## src/rtl/bal_pkg.sv

```systemverilog
`default_nettype none

package bal_pkg;

  localparam int ACT_W   = 3;
  localparam int POS_W   = 5;
  localparam int CAP_W   = 5;
  localparam int VALUE_W = 32;
  localparam int CNT_O_W = 5;

  localparam logic [CAP_W-1:0] CAP_RESET = CAP_W'(16);

  typedef enum logic [ACT_W-1:0] {
    ACT_INSERT  = 3'd0,
    ACT_REMOVE  = 3'd1,
    ACT_SELECT  = 3'd2,
    ACT_SEARCH  = 3'd3,
    ACT_REPLACE = 3'd4
  } action_t;

  typedef enum logic [1:0] {
    S_IDLE = 2'd0,
    S_MOVE = 2'd1,
    S_DONE = 2'd2
  } state_t;

endpackage

`default_nettype wire

```

## src/rtl/bounded_array_list_unit.sv

```systemverilog
// Bounded ordered list held in one synchronous memory of DEPTH words.
// Input channel (in_valid / in_stall): one item carries an action, a position
// and a value. Result channel (out_valid / out_stall): one result per item
// with ok, read_value, found_position, count, is_empty and is_full.
// cfg_wr_en with cfg_wr_data sets the capacity; write it only while idle.
// One item is worked on at a time and in_stall stays high until its result
// has been loaded into the output register. The memory has one read and one
// write port, so shifting and searching move through one entry per cycle.
// Select, replace, failed operations and unused codes go from idle straight
// to the done state. Insert and remove pass through the move state, which
// reads and rewrites one entry at a time; insert at position p over n entries
// shifts n - p of them and remove shifts n - p - 1. A search scans upward from
// position 0 and stops at the first match, or after all n entries on a miss.
// A new item can be accepted in the cycle after the result is loaded, even
// while that result is still stalled in the output register; a stalled result
// holds and blocks only the completion of the following item.
// Reset empties the list and sets the capacity to 16. Entries at or past the
// count are never read, so the memory needs no clearing pass after reset.
`default_nettype none

module bounded_array_list_unit #(
  parameter int DEPTH = 16,
  parameter int WIDTH = 32
) (
  input  wire logic                                  clk,
  input  wire logic                                  rst_n,
  input  wire logic                                  cfg_wr_en,
  input  wire logic        [bal_pkg::CAP_W-1:0]      cfg_wr_data,
  input  wire logic                                  in_valid,
  output logic                                       in_stall,
  input  wire logic        [bal_pkg::ACT_W-1:0]      in_action,
  input  wire logic        [bal_pkg::POS_W-1:0]      in_position,
  input  wire logic signed [bal_pkg::VALUE_W-1:0]    in_value,
  output logic                                       out_valid,
  input  wire logic                                  out_stall,
  output logic                                       out_ok,
  output logic signed      [bal_pkg::VALUE_W-1:0]    out_read_value,
  output logic             [bal_pkg::CNT_O_W-1:0]    out_found_position,
  output logic             [bal_pkg::CNT_O_W-1:0]    out_count,
  output logic                                       out_is_empty,
  output logic                                       out_is_full
);

  localparam int AW    = (DEPTH > 1) ? $clog2(DEPTH) : 1;
  localparam int CNT_W = $clog2(DEPTH + 1);
  localparam int CW0   = (CNT_W > bal_pkg::POS_W) ? CNT_W : bal_pkg::POS_W;
  localparam int CW    = (CW0 > bal_pkg::CAP_W) ? CW0 : bal_pkg::CAP_W;
  localparam int DW    = (WIDTH > bal_pkg::VALUE_W) ? WIDTH : bal_pkg::VALUE_W;

  logic [WIDTH-1:0] mem [DEPTH];
  logic             mem_we;
  logic [AW-1:0]    mem_wa;
  logic [WIDTH-1:0] mem_wd;
  logic             mem_re;
  logic [AW-1:0]    mem_ra;
  logic [WIDTH-1:0] rdata_r;

  bal_pkg::state_t  state_r, state_nxt;
  bal_pkg::action_t op_r, op_nxt;
  logic [CW-1:0]    pos_r, pos_nxt;
  logic [WIDTH-1:0] val_r, val_nxt;
  logic             ok_r, ok_nxt;
  logic [CNT_W-1:0] fpos_r, fpos_nxt;
  logic [CNT_W-1:0] count_r, count_nxt;
  logic [bal_pkg::CAP_W-1:0] cap_r;
  logic [AW-1:0]    src_r, src_nxt;
  logic [CNT_W-1:0] left_r, left_nxt;
  logic             pend_r, pend_nxt;
  logic [AW-1:0]    pidx_r, pidx_nxt;

  logic                             out_valid_r, out_valid_nxt;
  logic                             out_ok_r, out_ok_nxt;
  logic [bal_pkg::VALUE_W-1:0]      out_rd_r, out_rd_nxt;
  logic [bal_pkg::CNT_O_W-1:0]      out_fpos_r, out_fpos_nxt;
  logic [bal_pkg::CNT_O_W-1:0]      out_count_r, out_count_nxt;
  logic                             out_empty_r, out_empty_nxt;
  logic                             out_full_r, out_full_nxt;

  logic [DW-1:0]    val_ext;
  logic [WIDTH-1:0] in_val;
  logic [DW-1:0]    rd_ext;
  logic [CW-1:0]    in_posx;
  logic [CW-1:0]    nx;
  logic [CW-1:0]    capx;
  logic [CW-1:0]    eff_cap;
  logic [CW-1:0]    fpos_x;
  logic [CW-1:0]    count_x;
  logic             out_free;
  logic             hit;
  logic             in_acc;

  assign val_ext = DW'($unsigned(in_value));
  assign in_val  = val_ext[WIDTH-1:0];
  assign rd_ext  = DW'(rdata_r);
  assign in_posx = CW'(in_position);
  assign nx      = CW'(count_r);
  assign capx    = CW'(cap_r);
  assign eff_cap = (capx > CW'(DEPTH)) ? CW'(DEPTH) : capx;
  assign fpos_x  = CW'(fpos_r);
  assign count_x = CW'(count_r);
  assign out_free = !out_valid_r || !out_stall;

  assign in_stall = (state_r != bal_pkg::S_IDLE);
  assign in_acc   = in_valid && !in_stall;

  always_comb begin
    state_nxt     = state_r;
    op_nxt        = op_r;
    pos_nxt       = pos_r;
    val_nxt       = val_r;
    ok_nxt        = ok_r;
    fpos_nxt      = fpos_r;
    count_nxt     = count_r;
    src_nxt       = src_r;
    left_nxt      = left_r;
    pend_nxt      = pend_r;
    pidx_nxt      = pidx_r;
    mem_we        = 1'b0;
    mem_wa        = '0;
    mem_wd        = '0;
    mem_re        = 1'b0;
    mem_ra        = '0;
    hit           = 1'b0;
    out_valid_nxt = out_valid_r && out_stall;
    out_ok_nxt    = out_ok_r;
    out_rd_nxt    = out_rd_r;
    out_fpos_nxt  = out_fpos_r;
    out_count_nxt = out_count_r;
    out_empty_nxt = out_empty_r;
    out_full_nxt  = out_full_r;

    unique case (state_r)
      bal_pkg::S_IDLE: begin
        if (in_valid) begin
          op_nxt    = bal_pkg::action_t'(in_action);
          pos_nxt   = in_posx;
          val_nxt   = in_val;
          ok_nxt    = 1'b0;
          fpos_nxt  = '0;
          pend_nxt  = 1'b0;
          left_nxt  = '0;
          state_nxt = bal_pkg::S_DONE;
          unique case (in_action)
            bal_pkg::ACT_INSERT: begin
              if (in_posx <= nx && nx < eff_cap) begin
                ok_nxt    = 1'b1;
                count_nxt = count_r + 1'b1;
                left_nxt  = CNT_W'(nx - in_posx);
                src_nxt   = AW'(nx - CW'(1));
                state_nxt = bal_pkg::S_MOVE;
              end
            end
            bal_pkg::ACT_REMOVE: begin
              if (in_posx < nx) begin
                ok_nxt    = 1'b1;
                count_nxt = count_r - 1'b1;
                left_nxt  = CNT_W'(nx - in_posx - CW'(1));
                src_nxt   = AW'(in_posx + CW'(1));
                state_nxt = bal_pkg::S_MOVE;
              end
            end
            bal_pkg::ACT_SELECT: begin
              ok_nxt = (in_posx < nx);
              if (nx != '0) begin
                mem_re = 1'b1;
                mem_ra = (in_posx < nx) ? AW'(in_posx) : AW'(nx - CW'(1));
              end
            end
            bal_pkg::ACT_SEARCH: begin
              fpos_nxt  = count_r;
              left_nxt  = count_r;
              src_nxt   = '0;
              state_nxt = bal_pkg::S_MOVE;
            end
            bal_pkg::ACT_REPLACE: begin
              if (in_posx < nx) begin
                ok_nxt = 1'b1;
                mem_we = 1'b1;
                mem_wa = AW'(in_posx);
                mem_wd = in_val;
              end
            end
            default: begin
            end
          endcase
        end
      end

      bal_pkg::S_MOVE: begin
        if (pend_r) begin
          priority if (op_r == bal_pkg::ACT_INSERT) begin
            mem_we = 1'b1;
            mem_wa = pidx_r + 1'b1;
            mem_wd = rdata_r;
          end else if (op_r == bal_pkg::ACT_REMOVE) begin
            mem_we = 1'b1;
            mem_wa = pidx_r - 1'b1;
            mem_wd = rdata_r;
          end else begin
            hit = (rdata_r == val_r);
          end
        end
        pend_nxt = 1'b0;
        priority if (hit) begin
          ok_nxt    = 1'b1;
          fpos_nxt  = CNT_W'(pidx_r);
          left_nxt  = '0;
          state_nxt = bal_pkg::S_DONE;
        end else if (left_r != '0) begin
          mem_re   = 1'b1;
          mem_ra   = src_r;
          pend_nxt = 1'b1;
          pidx_nxt = src_r;
          left_nxt = left_r - 1'b1;
          src_nxt  = (op_r == bal_pkg::ACT_INSERT) ? src_r - 1'b1 : src_r + 1'b1;
        end else if (!pend_r) begin
          if (op_r == bal_pkg::ACT_INSERT) begin
            mem_we = 1'b1;
            mem_wa = AW'(pos_r);
            mem_wd = val_r;
          end
          state_nxt = bal_pkg::S_DONE;
        end else begin
          state_nxt = bal_pkg::S_MOVE;
        end
      end

      bal_pkg::S_DONE: begin
        if (out_free) begin
          out_valid_nxt = 1'b1;
          out_ok_nxt    = ok_r;
          out_rd_nxt    = (op_r == bal_pkg::ACT_SELECT && count_r != '0) ?
                          rd_ext[bal_pkg::VALUE_W-1:0] : '0;
          out_fpos_nxt  = fpos_x[bal_pkg::CNT_O_W-1:0];
          out_count_nxt = count_x[bal_pkg::CNT_O_W-1:0];
          out_empty_nxt = (count_r == '0);
          out_full_nxt  = (count_x >= eff_cap);
          state_nxt     = bal_pkg::S_IDLE;
        end
      end

      default: begin
        state_nxt = bal_pkg::S_IDLE;
      end
    endcase
  end

  always_ff @(posedge clk) begin
    if (mem_we) begin
      mem[mem_wa] <= mem_wd;
    end
    if (mem_re) begin
      rdata_r <= mem[mem_ra];
    end
  end

  always_ff @(posedge clk) begin
    if (!rst_n) begin
      state_r     <= bal_pkg::S_IDLE;
      count_r     <= '0;
      cap_r       <= bal_pkg::CAP_RESET;
      pend_r      <= 1'b0;
      left_r      <= '0;
      out_valid_r <= 1'b0;
    end else begin
      state_r     <= state_nxt;
      count_r     <= count_nxt;
      pend_r      <= pend_nxt;
      left_r      <= left_nxt;
      out_valid_r <= out_valid_nxt;
      if (cfg_wr_en) begin
        cap_r <= cfg_wr_data;
      end
    end
  end

  always_ff @(posedge clk) begin
    op_r        <= op_nxt;
    pos_r       <= pos_nxt;
    val_r       <= val_nxt;
    ok_r        <= ok_nxt;
    fpos_r      <= fpos_nxt;
    src_r       <= src_nxt;
    pidx_r      <= pidx_nxt;
    out_ok_r    <= out_ok_nxt;
    out_rd_r    <= out_rd_nxt;
    out_fpos_r  <= out_fpos_nxt;
    out_count_r <= out_count_nxt;
    out_empty_r <= out_empty_nxt;
    out_full_r  <= out_full_nxt;
  end

  assign out_valid          = out_valid_r;
  assign out_ok             = out_ok_r;
  assign out_read_value     = out_rd_r;
  assign out_found_position = out_fpos_r;
  assign out_count          = out_count_r;
  assign out_is_empty       = out_empty_r;
  assign out_is_full        = out_full_r;

`ifndef SYNTHESIS
  a_count_bound: assert property (@(posedge clk) disable iff (!rst_n)
    CW'(count_r) <= CW'(DEPTH))
    else $error("entry count exceeds the memory depth");

  a_count_only_on_accept: assert property (@(posedge clk) disable iff (!rst_n)
    !in_acc |=> $stable(count_r))
    else $error("entry count changed without an accepted item");

  a_count_step: assert property (@(posedge clk) disable iff (!rst_n)
    in_acc |=> (count_r == $past(count_r) || count_r == $past(count_r) + 1'b1 ||
                count_r + 1'b1 == $past(count_r)))
    else $error("entry count moved by more than one");

  a_pend_in_move: assert property (@(posedge clk) disable iff (!rst_n)
    pend_r |-> state_r == bal_pkg::S_MOVE)
    else $error("read in flight outside the shift or scan phase");

  a_no_rw_overlap: assert property (@(posedge clk) disable iff (!rst_n)
    mem_we && mem_re |-> mem_wa != mem_ra)
    else $error("memory read and write hit the same entry");
`endif

endmodule

`default_nettype wire
```

## config.mk

```make
export PLATFORM = sky130hd
export DESIGN_NAME = bounded_array_list_unit
export DESIGN_NICKNAME = d
export VERILOG_FILES = /design/src/rtl/bal_pkg.sv /design/src/rtl/bounded_array_list_unit.sv
export SDC_FILE = /design/constraint.sdc
export NUM_CORES = 1
export LEC_CHECK = 0
export ABC_AREA = 1
export BUFFER_PORTS_ARGS = -buffer_cell sky130_fd_sc_hd__buf_2
export CAP_MARGIN = 20
export CORE_MARGIN = 2
export CORE_UTILIZATION = 38
export CTS_BUF_LIST = sky130_fd_sc_hd__clkbuf_4 sky130_fd_sc_hd__clkbuf_8
export DETAILED_ROUTE_END_ITERATION = 6
export PLACE_DENSITY = 0.57
export SETUP_SLACK_MARGIN = 0.4
export SLEW_MARGIN = 10
export SYNTH_ARGS = -nofsm -noshare
export SYNTH_HDL_FRONTEND = slang
export SYNTH_SLANG_ARGS = --single-unit
```

## constraint.sdc

```tcl
create_clock -name clk -period 7.4 [get_ports clk]
set_input_delay 1.48 -clock clk [delete_from_list [all_inputs] [get_ports clk]]
set_output_delay 1.48 -clock clk [all_outputs]
set_load 0.03 [all_outputs]
```

==> results.yml, run 1 <==
clock_network:
  cts_max_path_buffers: 3
  cts_hold_buf: 0
  postCtsSetupBuffers: 0
  cts_buffers: 105
  cts_resized: 0
  clockRootBuffer: "clkbuf_8"
  clock-sinks: 661
  ctsHtreeMaxLevel: 3
  clk_latency_ns: 0.74
  cts_tree: "yes"
  cts.clk_slew.worst_paths_ns: 0.06
logic_synthesis:
  synth_edf_count: 642
  synthCells: 2837
  ys_ff_latch: 661
  yosysSeqAreaShare_pct: 66.31
  async_flop_share_pct: 0
  synth_area_sq_mm: 0.02965
  yosysUniqueCellTypes: 43
  syn_avg_cell_area_sq_um: 10.45
  ys.flop_type: "edfxtp_1"
  syn_nets: 2908
  ys_warn_count: 0
timing:
  rsz0062_at_grt: "false"
  finalSetupTns_ns: 0
  fin_ws_ns: 2.467
  hold_violations: 0
  finalCriticalPeriod_ns: 4.933
  timing.final.crit_share_pct: 66.66
  setup_viol: 0
  clock_skew_ns: 0.03195
  max_freq_mhz: 202.7
  maxSlewViolCount: 0
  slew_headroom_pct: 0.5760
  worst_slew_pin_slew_ns: 1.491
placed_design:
  place_congestion: 0.8672
  post-dp-hpwl_mm: 50.51
  place_ws_ns: 1.906
  io_buffers: 96
critical_path:
  r2r_slack_ns: 2.62
  worst_path_largest_cell_delay_ns: 0.82
  cp.required_ns: 7.85
  endpoint_kind: "register"
  r2r_end: "mem[2][27]$_DFFE_PP_"
  cpMostUsedCell: "nand3_1"
  critical_path.top_delay_family: "buffers and inverters"
  slowest_stage: "buf_4"
  ff2ff_path_depth: 16
  critPathLaunchType: "primary input"
  critPathBufInv: 4
  cp.arrival_ns: 5.39
  crit_type: "in -> reg"
  cp_max_fo: 174
  timing.rr.start: "op_r[1]$_DFFE_PP_"
  path_cells: "buf_2 > inv_1 > ha_1 > a21oi_1 > o211ai_2 > nand2_2 > nand2_2 > o211ai_4 > buf_4 > buf_12 > nand3_1 > nand3_1 > nand3_1 > nand3_1 > nand2_1"
cells_and_area:
  multiInputGateArea_sq_mm: 0.007916
  nFillCells: 7351
  fin_nets: 3031
  layout-drive-gt1-share_pct: 12.74
  final_cell_mix: "nand2_1 (704), edfxtp_1 (642), nand3_1 (602)"
  seq_area_sq_mm: 0.01966
  final_common_cell: "nand2_1"
  syn_to_final_growth_pct: 13.76
route:
  vias_per_cell: 5.157
  via_count: 21083
  first_iter_violations: 2085
  drtPass1Iterations: 6
  drc: 0
  finalWirelength_mm: 86.06
  antenna_left: 0
  post_drt_wl_per_cell_um: 21.05
floorplan:
  boundaryPins: 97
  die_width_um: 283.3
  dieArea_sq_mm: 0.08026
  core-area_sq_mm: 0.07734
  die_h_um: 283.3
  start_util_pct: 38.33
  rows: 102
grt:
  grtUsageTotal_pct: 21.14
  antenna_found_initial: 2
  grt_max_degree: 230
  grt-ovfl-total: 0
  grt_pass1_wl_mm: 128.9
  grt_pass1_vias: 20166
min_path:
  worstHoldStart: "fpos_r[3]$_DFFE_PP_"
  min_path_cells: 0
  hold_class: "reg -> reg"
  min_to: "out_found_position[3]$_DFFE_PP_"
power_and_ir_drop:
  p_leak_nw: 13.50
  power.density_mw_per_mm2: 288.9
  ir_drop_mv: 0.1426
status:
  status: "completed"
job:
  drv_cap: 0
## per-layer routing
metal | wire (um) | track usage (%) | share of wire, %
met1 | 36820 | 28.94 | 43
met2 | 40700 | 34.17 | 47
met3 | 6319 | 3.647 | 7.3
met4 | 2197 | 6.971 | 2.6
met5 | 21 | 0 | 0.024
## cell type report
cell class | count | area share [%]
Antenna cell | 2 | 0.01484
Sequential cell | 661 | 58.29
Multi-Input combinational cell | 1648 | 23.47
Timing Repair Buffer | 167 | 3.643
Clock buffer | 149 | 5.376
Tap cell | 1040 | 3.858
Inverter | 377 | 4.211
Clock inverter | 44 | 1.135
## cells by family (layout without fill, tap and decap cells)
kind of cell               Yosys count  count (layout)  synth area share, %
AOI/OAI and AO/OA                  165             165                3.284
other                                0               2                    0
and+or+nand+nor                   1435            1435                21.02
xor gates and xnor gates            27              27               0.7976
DFF                                661             661                66.31
adders and majority gates           21              21               0.9370
buffers and inverters              528             737                7.652
## flip-flops by register name, indices dropped and copies added, names as in the netlist, 32 cells and up
register and flops:
mem 512, out_read_value 32, rd_ext 32, val_r 32
## Yosys cell counts (all sizes together) (2+ instances only)
library cell / n / area, sq um
or2: 5 / 31.28
nand3: 603 / 3023
clkinv: 3 / 11.26
o211ai: 7 / 71.32
o21ai: 81 / 409.1
a31oi: 5 / 31.28
nand4: 6 / 52.55
a211oi: 3 / 22.52
nor2: 104 / 410.4
edfxtp: 642 / 19280
nand2: 711 / 2681
clkbuf: 23 / 86.33
a21oi: 33 / 165.2
buf: 128 / 767.0
xnor2: 17 / 148.9
fa: 2 / 40.04
nor3: 5 / 25.02
ha: 19 / 237.7
dfxtp: 19 / 380.4
xor2: 10 / 87.58
a22oi: 30 / 225.2
inv: 374 / 1404
o31ai: 2 / 15.01
## worst max path at each step
stage / startpoint / endpoint / cells past startpoint
final: in_position[2] / rd_ext[28]$_DFFE_PP_ / 15
after global routing: in_position[2] / rd_ext[0]$_DFFE_PP_ / 15
after CTS: op_r[1]$_DFFE_PP_ / mem[2][17]$_DFFE_PP_ / 16
after detailed placement: in_position[2] / rd_ext[8]$_DFFE_PP_ / 15
after global placement: in_position[3] / mem[7][7]$_DFFE_PP_ / 14
after floorplan: in_valid / mem[0][0]$_DFFE_PP_ / 6
## worst reg2reg max path: cells and delay by family, from the launching register on
kind                   cells  cell delay (ns)
and+or+nand+nor            7             2.14
DFF                        1             0.39
buffers and inverters      6             1.30
AOI/OAI and AO/OA          3             0.63
## metrics by stage
| step | utilization [%] | total power, W | area, sq um | hold slack [ns] | cells |
|---|---|---|---|---|---|
| after floorplan | - | 0.005905 | 29650 | 0.4003 | 2837 |
| after global placement | 40.42 | 0.006520 | 31260 | 0.4005 | 3882 |
| after detailed placement | 40.76 | 0.006542 | 31520 | 0.4045 | 3893 |
| after CTS | 43.60 | 0.009813 | 33720 | 0.4063 | 4086 |
| after global routing | 43.60 | 0.01018 | 33720 | 0.4102 | 4086 |
| final | 43.61 | 0.009745 | 33730 | 0.4102 | 4088 |
## report_power, final
group / leakage, nW / switching (W) / internal (W)
clock: 1.15 / 0.00145 / 0.00182
sequential: 5.50 / 0.000148 / 0.00439
combinational: 6.86 / 0.00140 / 0.000538
Power figures use the tool's default switching activity.
==> run 2: changes to the inputs <==
Clock period 7.4 ns to 4.68 ns, I/O delays scaled along.
==> results.yml, run 2 (same netlist as run 1, synthesis figures left out) <==
floorplan:
  boundaryPins: 97
  die_width_um: 283.3
  start_util_pct: 38.33
  rows: 102
  dieArea_sq_mm: 0.08026
  die_h_um: 283.3
  core-area_sq_mm: 0.07734
placed_design:
  placed_area_sq_mm: 0.03177
  place_congestion: 0.9286
  post-dp-hpwl_mm: 46.87
  io_buffers: 96
  place_ws_ns: 0.07446
grt:
  antenna_found_initial: 1
  grt_pass1_vias: 20227
  grt-ovfl-total: 0
  grt_pass1_wl_mm: 123.7
  grt_max_degree: 100
  grtUsageTotal_pct: 20.06
status:
  status: "completed"
route:
  drc: 0
  post_drt_wl_per_cell_um: 19.90
  vias_per_cell: 5.132
  drtPass1Iterations: 5
  via_count: 21122
  finalWirelength_mm: 81.89
  first_iter_violations: 2115
  antenna_left: 0
cells_and_area:
  largest_register: "mem"
  largest_reg_flops: 512
  final_common_cell: "nand2_1"
  final_core_util_pct: 43.88
  layout-drive-gt1-share_pct: 13.59
  syn_to_final_growth_pct: 14.46
  design_area_sq_mm: 0.03393
  fin_nets: 3054
  final_cell_mix: "nand2_1 (704), edfxtp_1 (642), nand3_1 (602)"
  nFillCells: 7234
job:
  drv_cap: 0
critical_path:
  cpMostUsedCell: "inv_1"
  slowest_stage: "o21ai_0"
  cp.required_ns: 5.07
  crit_type: "reg -> reg"
  endpoint_kind: "register"
  cp.arrival_ns: 4.40
  critPathBufInv: 4
  cp_max_fo: 19
  critPathLaunchType: "register"
  worst_path_largest_cell_delay_ns: 0.54
  path_cells: "inv_1 > ha_1 > inv_1 > nand4_1 > o211ai_2 > nand2_2 > nor2_2 > inv_1 > o21ai_0 > nand2_1 > nor2_4 > buf_12"
  critical_path.top_delay_family: "simple AND/OR/NAND/NOR gates"
timing:
  maxSlewViolCount: 0
  worst_slew_pin_slew_ns: 0.9681
  slew_headroom_pct: 35.46
  fin_ws_ns: 0.6774
  finalSetupTns_ns: 0
  max_freq_mhz: 249.8
  rsz0062_at_grt: "false"
  finalCriticalPeriod_ns: 4.003
  hold_violations: 0
  clock_skew_ns: 0.02146
  setup_viol: 0
  timing.final.crit_share_pct: 85.52
clock_network:
  ctsHtreeMaxLevel: 3
  cts_tree: "yes"
  postCtsSetupBuffers: 0
  clockRootBuffer: "clkbuf_8"
  clock-sinks: 661
  cts_buffers: 108
  cts_max_path_buffers: 3
  clk_latency_ns: 0.71
  cts.clk_slew.worst_paths_ns: 0.06
power_and_ir_drop:
  power.density_mw_per_mm2: 449.6
  p_leak_nw: 13.63
  ir_drop_mv: 0.1985
  p_total_w: 0.01526
min_path:
  hold_class: "reg -> reg"
[run 2: cell count changes in the layout (fill, tap and decap cells not counted), moves of 2 or more]
cell       before  now
buf_12          7   25
buf_16          6    0
buf_4          57   66
bufinv_16       7    3
clkbuf_4       38   45
clkinv_1       31   29
clkinv_2        5   13
o21ai_0        67   75
o21ai_1        11    4
[run 2: path summary, 6_finish.rpt]
kind	startpoint	to	slack [ns]	cells after the start
max	count_r[0]$_SDFFE_PN0P_	mem[15][29]$_DFFE_PP_	0.68	12
max reg2reg	count_r[0]$_SDFFE_PN0P_	mem[15][29]$_DFFE_PP_	0.68	12
min reg2reg	fpos_r[0]$_DFFE_PP_	out_found_position[0]$_DFFE_PP_	0.41	0
min	fpos_r[0]$_DFFE_PP_	out_found_position[0]$_DFFE_PP_	0.41	0
[run 2: timing repair]
action                                  in CTS  in global routing
hold buffers                                 0                  0
gates resized for setup                      0                  1
endpoints found under the setup margin       0                  6
[run 2: report_power, final]
group | switching, W | leakage [nW] | internal, W | total, W
Combinational | 0.00219 | 6.98 | 0.000882 | 0.00307
Clock | 0.00229 | 1.15 | 0.00274 | 0.00502
Sequential | 0.000217 | 5.50 | 0.00694 | 0.00716
Total | 0.00470 | 13.6 | 0.0106 | 0.0153
[run 2: final cells by class]
| type | instances | area, sq um | share of cell area, % |
|---|---|---|---|
| clock buffers | 157 | 1879 | 5.538 |
| flip-flops and latches | 661 | 19660 | 57.94 |
| diodes | 1 | 2.502 | 0.007375 |
| inverters | 377 | 1418 | 4.178 |
| well taps | 1040 | 1301 | 3.835 |
| multi-input cells | 1648 | 7913 | 23.32 |
| repair buffers | 187 | 1476 | 4.351 |
| clock inverters | 45 | 284.0 | 0.8370 |
[run 2: routing by layer]
metal  vias up  wire length (um)  track usage [%]
li1       9903                 -                -
met1     10288             34960            26.98
met2       787             39240            33.35
met3       144              5757            2.915
met4         0              1935            6.759
met5         -                 0                0
[run 2: per-stage QoR]
| stage | hold WS (ns) | instances |
|---|---|---|
| floorplan | 0.4003 | 2837 |
| global placement | 0.4027 | 3913 |
| detailed placement | 0.4070 | 3913 |
| CTS | 0.3631 | 4115 |
| global route | 0.3975 | 4116 |
| finish | 0.4149 | 4116 |
